## src/hw/rtl/scl2x_pkg.sv

```systemverilog
// Shared constants, types and pixel functions for the Scale2x upscaler.
// Used by every module of the block but the RAM; depends on nothing else.
package scl2x_pkg;

   localparam int PIXEL_W     = 32;
   localparam int POS_W       = 10;
   localparam int BPP_W       = 3;
   localparam int DIM_W       = 11;
   localparam int CSR_IDX_W   = 2;
   localparam int CSR_DATA_W  = 11;
   localparam int COUNT_W     = 2;
   localparam int QUADS_MAX   = 3;
   localparam int RSP_TDATA_W = 152;

   localparam int DEFAULT_MAX_WIDTH  = 1024;
   localparam int DEFAULT_MAX_HEIGHT = 1024;

   localparam logic [CSR_IDX_W-1:0] CSR_IMAGE_WIDTH     = 2'd0;
   localparam logic [CSR_IDX_W-1:0] CSR_IMAGE_HEIGHT    = 2'd1;
   localparam logic [CSR_IDX_W-1:0] CSR_BYTES_PER_PIXEL = 2'd2;

   localparam logic [DIM_W-1:0] RESET_WIDTH  = 11'd640;
   localparam logic [DIM_W-1:0] RESET_HEIGHT = 11'd480;
   localparam logic [BPP_W-1:0] RESET_BPP    = 3'd4;

   typedef struct packed {
      logic [PIXEL_W-1:0] br;
      logic [PIXEL_W-1:0] bl;
      logic [PIXEL_W-1:0] tr;
      logic [PIXEL_W-1:0] tl;
   } pix4_type;

   typedef struct packed {
      logic             eoi;
      pix4_type         pix;
      logic [POS_W-1:0] col;
      logic [POS_W-1:0] row;
   } quad_type;

   typedef struct packed {
      logic               load;
      logic [COUNT_W-1:0] count;
   } batch_type;

   // Scale2x rule: each corner copies a neighbour when the two adjacent
   // edges agree and the opposite ones differ, otherwise the centre.
   function automatic pix4_type epx_quad(input logic [PIXEL_W-1:0] b,
                                         input logic [PIXEL_W-1:0] d,
                                         input logic [PIXEL_W-1:0] e,
                                         input logic [PIXEL_W-1:0] f,
                                         input logic [PIXEL_W-1:0] h);
      pix4_type q;
      q.tl = (d == b && b != f && d != h) ? d : e;
      q.tr = (b == f && b != d && f != h) ? f : e;
      q.bl = (d == h && d != b && h != f) ? d : e;
      q.br = (h == f && d != h && b != f) ? f : e;
      return q;
   endfunction

   function automatic logic [PIXEL_W-1:0] mask_pixel(input logic [BPP_W-1:0] bpp,
                                                     input logic [PIXEL_W-1:0] pixel);
      logic [PIXEL_W-1:0] m;
      case (bpp)
         3'd1:    m = 32'h0000_00FF;
         3'd2:    m = 32'h0000_FFFF;
         3'd3:    m = 32'h00FF_FFFF;
         default: m = 32'hFFFF_FFFF;
      endcase
      return pixel & m;
   endfunction

endpackage

```

## src/hw/rtl/scl2x_outq.sv

```systemverilog
// Result buffer: holds the quads of one request and hands them out one at
// a time on the response stream. Depends on scl2x_pkg.
module scl2x_outq (
   input  logic                           clock,
   input  logic                           reset,
   input  scl2x_pkg::batch_type           batch,
   input  scl2x_pkg::quad_type            quads [scl2x_pkg::QUADS_MAX],
   output logic                           ready,
   output logic                           rsp_valid,
   input  logic                           rsp_ready,
   output scl2x_pkg::quad_type            rsp_quad,
   output logic                           rsp_last
);

   scl2x_pkg::quad_type            slot_ff [scl2x_pkg::QUADS_MAX];
   logic [scl2x_pkg::COUNT_W-1:0]  cnt_ff, cnt_in;
   logic [scl2x_pkg::COUNT_W-1:0]  idx_ff, idx_in;
   logic                           fire, load;

   assign rsp_valid = (cnt_ff != '0);
   assign fire      = rsp_valid && rsp_ready;
   assign rsp_last  = (cnt_ff == scl2x_pkg::COUNT_W'(1));
   assign rsp_quad  = slot_ff[idx_ff];
   // A new set may enter as the final quad of the current one leaves.
   assign ready     = (cnt_ff == '0) || (rsp_last && rsp_ready);
   assign load      = batch.load && (batch.count != '0);

   always_comb begin
      cnt_in = cnt_ff;
      idx_in = idx_ff;
      if (load) begin
         cnt_in = batch.count;
         idx_in = '0;
      end else if (fire) begin
         cnt_in = cnt_ff - scl2x_pkg::COUNT_W'(1);
         idx_in = idx_ff + scl2x_pkg::COUNT_W'(1);
      end
   end

   always_ff @(posedge clock) begin
      if (reset) begin
         cnt_ff <= '0;
         idx_ff <= '0;
      end else begin
         cnt_ff <= cnt_in;
         idx_ff <= idx_in;
      end
   end

   always_ff @(posedge clock) begin
      if (load) begin
         slot_ff <= quads;
      end
   end

endmodule

```

## config.mk

```make
export PLATFORM = sky130hd
export DESIGN_NAME = scl2x_outq
export DESIGN_NICKNAME = d
export VERILOG_FILES = /design/src/hw/rtl/scl2x_pkg.sv /design/src/hw/rtl/scl2x_outq.sv
export SDC_FILE = /design/constraint.sdc
export NUM_CORES = 1
export LEC_CHECK = 0
export BUFFER_PORTS_ARGS = -buffer_cell sky130_fd_sc_hd__buf_4
export CAP_MARGIN = 20
export CORE_AREA = 2 2 234 236
export DETAILED_ROUTE_END_ITERATION = 10
export DIE_AREA = 0 0 236 238
export SYNTH_ARGS = -nofsm -noshare
export SYNTH_HDL_FRONTEND = slang
export SYNTH_SLANG_ARGS = --single-unit
```

## constraint.sdc

```tcl
create_clock -name clock -period 14.15 [get_ports clock]
set_input_delay 0.7075 -clock clock [delete_from_list [all_inputs] [get_ports clock]]
set_output_delay 0.7075 -clock clock [all_outputs]
set_load 0.01 [all_outputs]
```

== After elaboration in Yosys (flattened, before gate mapping) ==
Index checks and enable logic that the tools add are counted.

* $add $sub $neg: 2
* Order comparisons: 1
* Equality and inequality tests: 1
* Mux-type cells: 5
* Bitwise logic cells: 1
* Reductions and logical operators: 9

{| class="wikitable"
|+ Operator list
! operator !! number
|-
| $bmux 149 s2 || 1
|-
| $mux 149 || 2
|-
| $reduce_bool 2->1 || 3
|-
| $mux 2 || 2
|-
| $ge 3x3->1 const B || 1
|-
| $logic_and 1x1->1 || 3
|-
| $not 2->3 || 1
|-
| $add 2x1->2 const B || 1
|-
| $eq 2x1->1 const B || 1
|-
| $logic_not 2->1 || 1
|-
| $reduce_or 2->1 || 1
|-
| $sub 2x1->2 const B || 1
|-
| $logic_or 1x1->1 || 1
|}

* Register bits after elaboration: 451
* Bits of input ports: 453
* Output and inout port bits: 152
* Word-level logic and storage cells: 42

== Longest topological paths before layout ==
Gate-level depths: netlist of the first run.

* Depth in word-level cells: 4
* Depth in mapped cells: 7
* Mapped depth without buffers: 5

== Least setup slack after synthesis of the first run ==
No wires, ideal clock.

* Path type: input-to-reg
* Start: in batch[1] (netlist name)
* End: reg cnt_ff[1] (netlist name)
* Setup time: 169 ps
* Arrival time: 11646 ps
* Data required time: 13981 ps
* Path slack: 2335 ps
* Stages: 3
* Path buffers: 0
* Path through: o21a_1 or2_2 a211oi_1

* Word-level cells in the longest chain between the ends: 3
* Elaborated cells on any way between the ends: 4
* Those cells by class: mux: 1; reduce/logical: 3

{| class="wikitable"
|+ Ends and longest elaborated chain
! item !! line !! source
|-
| start, declared || scl2x_outq.sv:6 || <nowiki>input scl2x_pkg::batch_type batch,</nowiki>
|-
| $reduce_bool 2->1 || scl2x_outq.sv:26 || <nowiki>assign load = batch.load && (batch.count != '0);</nowiki>
|-
| $logic_and 1x1->1 || scl2x_outq.sv:26 ||
|-
| $mux 2 / $reduce_bool 2->1 (equally long branches) || -- ||
|-
| end signal, assigned || scl2x_outq.sv:45 || <nowiki>cnt_ff <= cnt_in;</nowiki>
|-
| end, declared || scl2x_outq.sv:16 || <nowiki>logic [scl2x_pkg::COUNT_W-1:0] cnt_ff, cnt_in;</nowiki>
|}

Parallel ways exist; a longest one is shown, timed or not.
A chain may end at the register's enable or synchronous reset.

== Worst setup path in the final report of the first run ==
* Start: in batch[2] (netlist name)
* End: reg slot_ff[370] (netlist name) (enable)

* Word-level cells in the longest chain between the ends: 1

{| class="wikitable"
|+ Ends and longest elaborated chain
! item !! line !! source
|-
| $logic_and 1x1->1 || scl2x_outq.sv:26 ||
|-
| net load || scl2x_outq.sv:18 || <nowiki>logic fire, load;</nowiki>
|-
| end signal, assigned || scl2x_outq.sv:52 || <nowiki>slot_ff <= quads;</nowiki>
|-
| end, declared || scl2x_outq.sv:15 || <nowiki>scl2x_pkg::quad_type slot_ff [scl2x_pkg::QUADS_MAX];</nowiki>
|}

The timed path passes the listed nets, and every way through them passes these cells.

==> results of run 1 <==
## how the worst min path moves through the flow
stage / from / to / cells past startpoint
2_1_floorplan: cnt_ff[1] / cnt_ff[1] / 2
3_5_place_dp: cnt_ff[1] / cnt_ff[1] / 2
4_1_cts: quads[361] / slot_ff[361] / 1
3_3_place_gp: cnt_ff[1] / cnt_ff[1] / 2
6_report: quads[72] / slot_ff[72] / 1
5_1_grt: quads[62] / slot_ff[62] / 1
## per-layer routing
| metal | global-route usage [%] | wire (µm) |
|---|---|---|
| met2 | 26.6 | 22800 |
| met3 | 5.84 | 4290 |
| met1 | 18.2 | 17600 |
| met5 | 0 | 0 |
| met4 | 5.66 | 1440 |
## registers in the layout (all words and copies together) (netlist names)
name and count:
idx_ff 2, cnt_ff 2, slot_ff 447
## logic make-up after synthesis
logic type               Yosys count  synth area share, %
AND/OR/NAND/NOR                  159                 3.65
multiplexers                     149                 8.90
AO/OA/AOI/OAI                    155                 4.68
XOR/XNOR                           3                0.157
flip-flops                       451                 80.6
adder cells (fa/ha/maj)            2                0.149
buffers and inverters             53                 1.86
## power by group
group	internal, mW	leakage, nW	switching, mW
Sequential	1.60	4.32	0.0360
Combinational	0.196	3.62	0.171
Clock	0.674	0.702	0.499
## area by class of cell
type,instances,area [µm²]
Antenna cell,1,2.50
Clock buffer,60,1250
Timing Repair Buffer,615,4620
Multi-Input combinational cell,468,2950
Inverter,3,11.3
Fill cell,4874,30100
Sequential cell,451,13500
Tap cell,696,871
Clock inverter,21,188
## worst max-delay path: cells and delay by family
family          cells  cell delay (ps)
buf+inv             4             2820
compound gates      1              760
## per-stage QoR
step	hold WS (ps)	area [µm²]	instances
after detailed placement	588	22000	2233
final	299	23400	2315
after global routing	260	23400	2315
after global placement	585	22000	2233
after CTS	254	23400	2314
after floorplan	565	16800	972
## cells in the final DEF, fill, tap and decap left out, drive strengths merged, types with 2 or more instances in the layout
master / synthesis / routed
nand2: 152 / 152
a21oi: 3 / 3
inv: 3 / 5
edfxtp: 447 / 447
bufinv: 0 / 3
clkinv: 0 / 16
mux2i: 149 / 149
dfxtp: 4 / 4
clkbuf: 14 / 60
o21ai: 149 / 149
nor2b: 2 / 2
nor3: 3 / 3
buf: 36 / 615
xnor2: 2 / 2
ha: 2 / 2
==> impl_metrics.ini, run 1 <==
[run]
maxCapViolCount = 0

[floorplan]
start_util_pct = 31.3
die_w_um = 236
ios = 605
core-area_um2 = 53500
rows = 85
dieArea_um2 = 56200
die_y_um = 238

[logic_synthesis]
seq_area_frac_synth_pct = 80.6
synth_top_area_cell = edfxtp_1
synth_common_cells = edfxtp_1 (447), nand2_1 (152), mux2i_1 (149), o21ai_0 (110), o21ai_1 (39)
synth.most_common_cell = edfxtp_1
synthCells = 972
async_reset_ff_share_pct = 0
synthesis.nets = 1427
synth_edf_count = 447
ys.flop_type = edfxtp_1
yosysTopAreaCellShare_pct = 80.1
syn-cell-area_um2 = 16800
yosys_register_bits = 451
netlist_top_cells_area = edfxtp_1 (80%), mux2i_1 (8.9%), nand2_1 (3.4%), o21ai_0 (3.3%), o21ai_1 (1.2%)
yosysWarnings = 0
yosysUniqueCellTypes = 22
avgSynthCellArea_um2 = 17.2

[clock_tree]
cts_tree = built
cts_hold_buf = 0
ctsLongestPathBuffers = 3
cts_sinks = 451
cts.repair.resized = 0
htree_levels = 2
cts_buffers = 48
cts-root-buf = clkbuf_16
clk-insertion-delay-late_ps = 560
post_cts_buffers = 0
clk_pin_slew_worst_paths_ps = 60

[final_layout]
area_growth_pct = 39.7
drive_gt1_share_pct = 42.0
fin_util_pct = 43.7
fin_nets = 2042

[grt]
first_global_vias = 10707
grt_max_degree = 82
grt_pass1_wl_mm = 66.2
antenna_found_initial = 1
gr-total-overflow = 0
grt.total_usage_pct = 15.7

[setup_path]
path_cells = buf_4, o21a_4, buf_4, buf_4, buf_4
cp-start-kind = input pin
path_max_fanout = 81
endpoint = slot_ff[370]
required_ps = 14350
critPathMaxStageDelay_ps = 910
slowest_stage = buf_4
crit_start = batch[2]
cp-end-kind = register
r2r_slack_ps = 11970
reg2regPathDepth = 3
critPathKind = in2reg
timing.rr.start = idx_ff[1]
rr_endpoint = idx_ff[1]
cp_common_cell = buf_4
arrival_ps = 4520

[detailed_routing]
wl_per_cell_um = 19.9
ant_nets = 0
drc = 0
firstDrtPassIters = 5
viasPerCell = 4.53
wirelength_mm = 46.1
drt_iter0_drc = 501
vias = 10495

[place]
io_buffers = 604
pre_cts_ws_ps = 9240
dp_hpwl_mm = 32.2
gp_congestion = 0.809

[pwr]
peakVddDrop_v = 0.000102
p_total_mw = 3.18
leakagePower_nw = 8.64
powerDensity_nw_per_um2 = 136

[sta]
setup_viol = 0
period_needed_ps = 4320
maxSlewHeadroom_pct = 32.1
fin_ws_ps = 9830
tightest_slew_ps = 1020
min_period_over_period_pct = 30.5
slew_violations = 0
final-hold-violation-count = 0
finalSetupTns_ps = 0
rsz0062_at_grt = false
fmax_mhz = 231
finalClockSkew_ps = 1.55

[outcome]
status = completed

[worst_hold_path]
hold_class = in2reg
No activity file was read; power rests on OpenSTA's default activity.
==> run 2: changes to the inputs <==
--- a/config.mk
+++ b/config.mk
@@ -5,6 +5,7 @@
 export SDC_FILE = /design/constraint.sdc
 export NUM_CORES = 1
 export LEC_CHECK = 0
+export ABC_AREA = 1
 export BUFFER_PORTS_ARGS = -buffer_cell sky130_fd_sc_hd__buf_4
 export CAP_MARGIN = 20
 export CORE_AREA = 2 2 234 236
==> constraint.sdc (replaced) <==
create_clock -name clock -period 4.31 [get_ports clock]
set_input_delay 0.2155 -clock clock [delete_from_list [all_inputs] [get_ports clock]]
set_output_delay 0.2155 -clock clock [all_outputs]
set_load 0.01 [all_outputs]
==> run 2 against run 1 <==
Effect of this change: die area stayed put; core utilization is 9.0 points higher; combinational power grew to 4.3 times the previous value; first-iteration DRC count is 85% higher; area after synthesis is 0.55% higher; worst hold slack worse by 240 ps; critical path type is now reg2out; critical endpoint is now rsp_quad[17]; largest cell class unchanged; largest power group unchanged.
==> impl_metrics.ini, run 2 <==
[logic_synthesis]
async_reset_ff_share_pct = 0
netlist_top_cells_area = edfxtp_1 (80%), o21ai_0 (8.2%), nand3_1 (4.5%), nor2_1 (3.4%), buf_2 (1.3%)
synth_edf_count = 447
synth.most_common_cell = edfxtp_1
synthesis.nets = 1618
syn-cell-area_um2 = 16800
synth_top_area_cell = edfxtp_1
yosysWarnings = 0
synthCells = 1163
yosys_register_bits = 451
ys.flop_type = edfxtp_1
yosysTopAreaCellShare_pct = 79.7
synth_common_cells = edfxtp_1 (447), o21ai_0 (277), nand3_1 (152), nor2_1 (151), buf_2 (43)
yosysUniqueCellTypes = 18
seq_area_frac_synth_pct = 80.2
avgSynthCellArea_um2 = 14.5

[setup_path]
cp-end-kind = primary output
timing.rr.start = cnt_ff[0]
cp-start-kind = register
reg2regPathDepth = 8
slowest_stage = buf_4
path_cells = buf_4, o21ai_0, o21ai_0, buf_4
critPathKind = reg2out
rr_endpoint = cnt_ff[0]
r2r_slack_ps = 2360
arrival_ps = 2810
required_ps = 4090
path_max_fanout = 72
critPathMaxStageDelay_ps = 690

[sta]
hold_ws_ps = 61.8
slew_violations = 0
fin_ws_ps = 1280
fmax_mhz = 331
rsz0062_at_grt = false
tightest_slew_ps = 1100
min_period_over_period_pct = 70.2
setup_viol = 0
maxSlewHeadroom_pct = 27.0
final-hold-violation-count = 0
period_needed_ps = 3030
finalClockSkew_ps = 6.27

[worst_hold_path]
hold_path_startpoint = rsp_ready
hold_class = in2reg
hold_depth = 3
min_to = idx_ff[0]

[detailed_routing]
wl_per_cell_um = 19.5
drt_iter0_drc = 929
wirelength_mm = 57.5
firstDrtPassIters = 5
drc = 0
vias = 14078
ant_nets = 0
viasPerCell = 4.78

[grt]
grt_pass1_wl_mm = 85.6
grt.total_usage_pct = 19.8
grt_max_degree = 159
gr-total-overflow = 0
first_global_vias = 15130
antenna_found_initial = 4

[place]
io_buffers = 604
gp_congestion = 0.909
dp_hpwl_mm = 34.0
placed_cells = 2399
pre_cts_ws_ps = 1970

[final_layout]
mostFrequentLayoutCell = buf_4
area_growth_pct = 67.3
largest_reg_flops = 447
regMostFlops = slot_ff
final-instance-count-excl-fill = 2945
fin_nets = 2661
fin_util_pct = 52.7
drive_gt1_share_pct = 31.2
largestRegisters = slot_ff (447), cnt_ff (2), idx_ff (2)
layout_common_cells = buf_4 (617), dlygate4sd3_1 (452), edfxtp_1 (447)
n_fill_cell = 4260

[floorplan]
dieArea_um2 = 56200
rows = 85
die_y_um = 238
die_w_um = 236
core-area_um2 = 53500
ios = 605
start_util_pct = 31.5

[clock_tree]
cts_sinks = 451
clk-insertion-delay-late_ps = 570
htree_levels = 2
cts_buffers = 49
clk_pin_slew_worst_paths_ps = 60
cts_tree = built
cts.repair.resized = 0
ctsLongestPathBuffers = 3
cts-root-buf = clkbuf_16

[run]
maxCapViolCount = 0

[pwr]
powerDensity_nw_per_um2 = 393
leakagePower_nw = 10.9
peakVddDrop_v = 0.000331

[outcome]
status = completed
[run 2: cell types whose count changed after synthesis, sizes merged, moves of 2 or more]
cell / previous run / this run
buf: 36 / 58
clkbuf: 14 / 24
inv: 3 / 8
mux2i: 149 / 0
nand2: 152 / 12
nand3: 0 / 152
nor2: 0 / 152
nor2b: 2 / 0
nor3: 3 / 1
o21ai: 149 / 300
xnor2: 2 / 0
[run 2: repair_timing]
action / 4_1_cts / 5_1_grt
setup endpoints to repair: 0 / 0
hold endpoints to repair: 451 / 0
buffers inserted: 0 / 0
hold buffers: 452 / 0
[run 2: through the flow]
step	cell area [µm²]	setup TNS, ps	total power [mW]
2_1_floorplan	16900	-1431320	5.91
3_3_place_gp	22100	0	6.64
3_5_place_dp	22100	0	6.66
4_1_cts	28200	0	11.1
5_1_grt	28200	0	11.5
6_report	28200	0	11.1
[run 2: worst max-delay path by stage]
| stage | from | cells past startpoint | end | slack (ps) |
|---|---|---|---|---|
| 3_3_place_gp | idx_ff[0] | 5 | rsp_quad[85] | 1950 |
| 4_1_cts | idx_ff[0] | 4 | rsp_quad[17] | 1310 |
| 3_5_place_dp | idx_ff[0] | 5 | rsp_quad[44] | 1970 |
| 5_1_grt | idx_ff[0] | 4 | rsp_quad[5] | 1160 |
| 6_report | idx_ff[0] | 4 | rsp_quad[17] | 1280 |
| 2_1_floorplan | batch[1] | 2 | slot_ff[0] | -3200 |
[run 2: logic make-up after synthesis]
logic type	synth area share (%)
fa+ha+maj	0.149
compound gates	9.00
flops	80.2
simple gates	8.21
buf+inv	2.48
[run 2: routing by layer]
layer	vias up	share of wire (%)	track usage, %
met5	-	0	0
met4	0	3.7	8.49
met3	116	7.6	4.96
met2	659	51	35.4
met1	6855	37	22.5
li1	6448	-	-
[run 2: layout make-up]
class / instances / area, µm² / share of cell area [%]
multi-input cells: 622 / 2940 / 10.4
clock buffers: 62 / 1320 / 4.67
flip-flops and latches: 451 / 13500 / 47.9
clock inverters: 28 / 244 / 0.866
inverters: 8 / 43.8 / 0.155
repair buffers: 1074 / 9260 / 32.8
well taps: 696 / 871 / 3.09
diodes: 4 / 10.0 / 0.0355
[run 2: power by group]
part	switching, mW	internal (mW)
logic	0.719	0.861
registers	0.121	5.25
clock network	1.72	2.40
[run 2: worst max-delay path: cells and delay by family (launching register included)]
kind            cells  cell delay (ps)
flops               1              560
compound gates      2              700
buf+inv             2              860
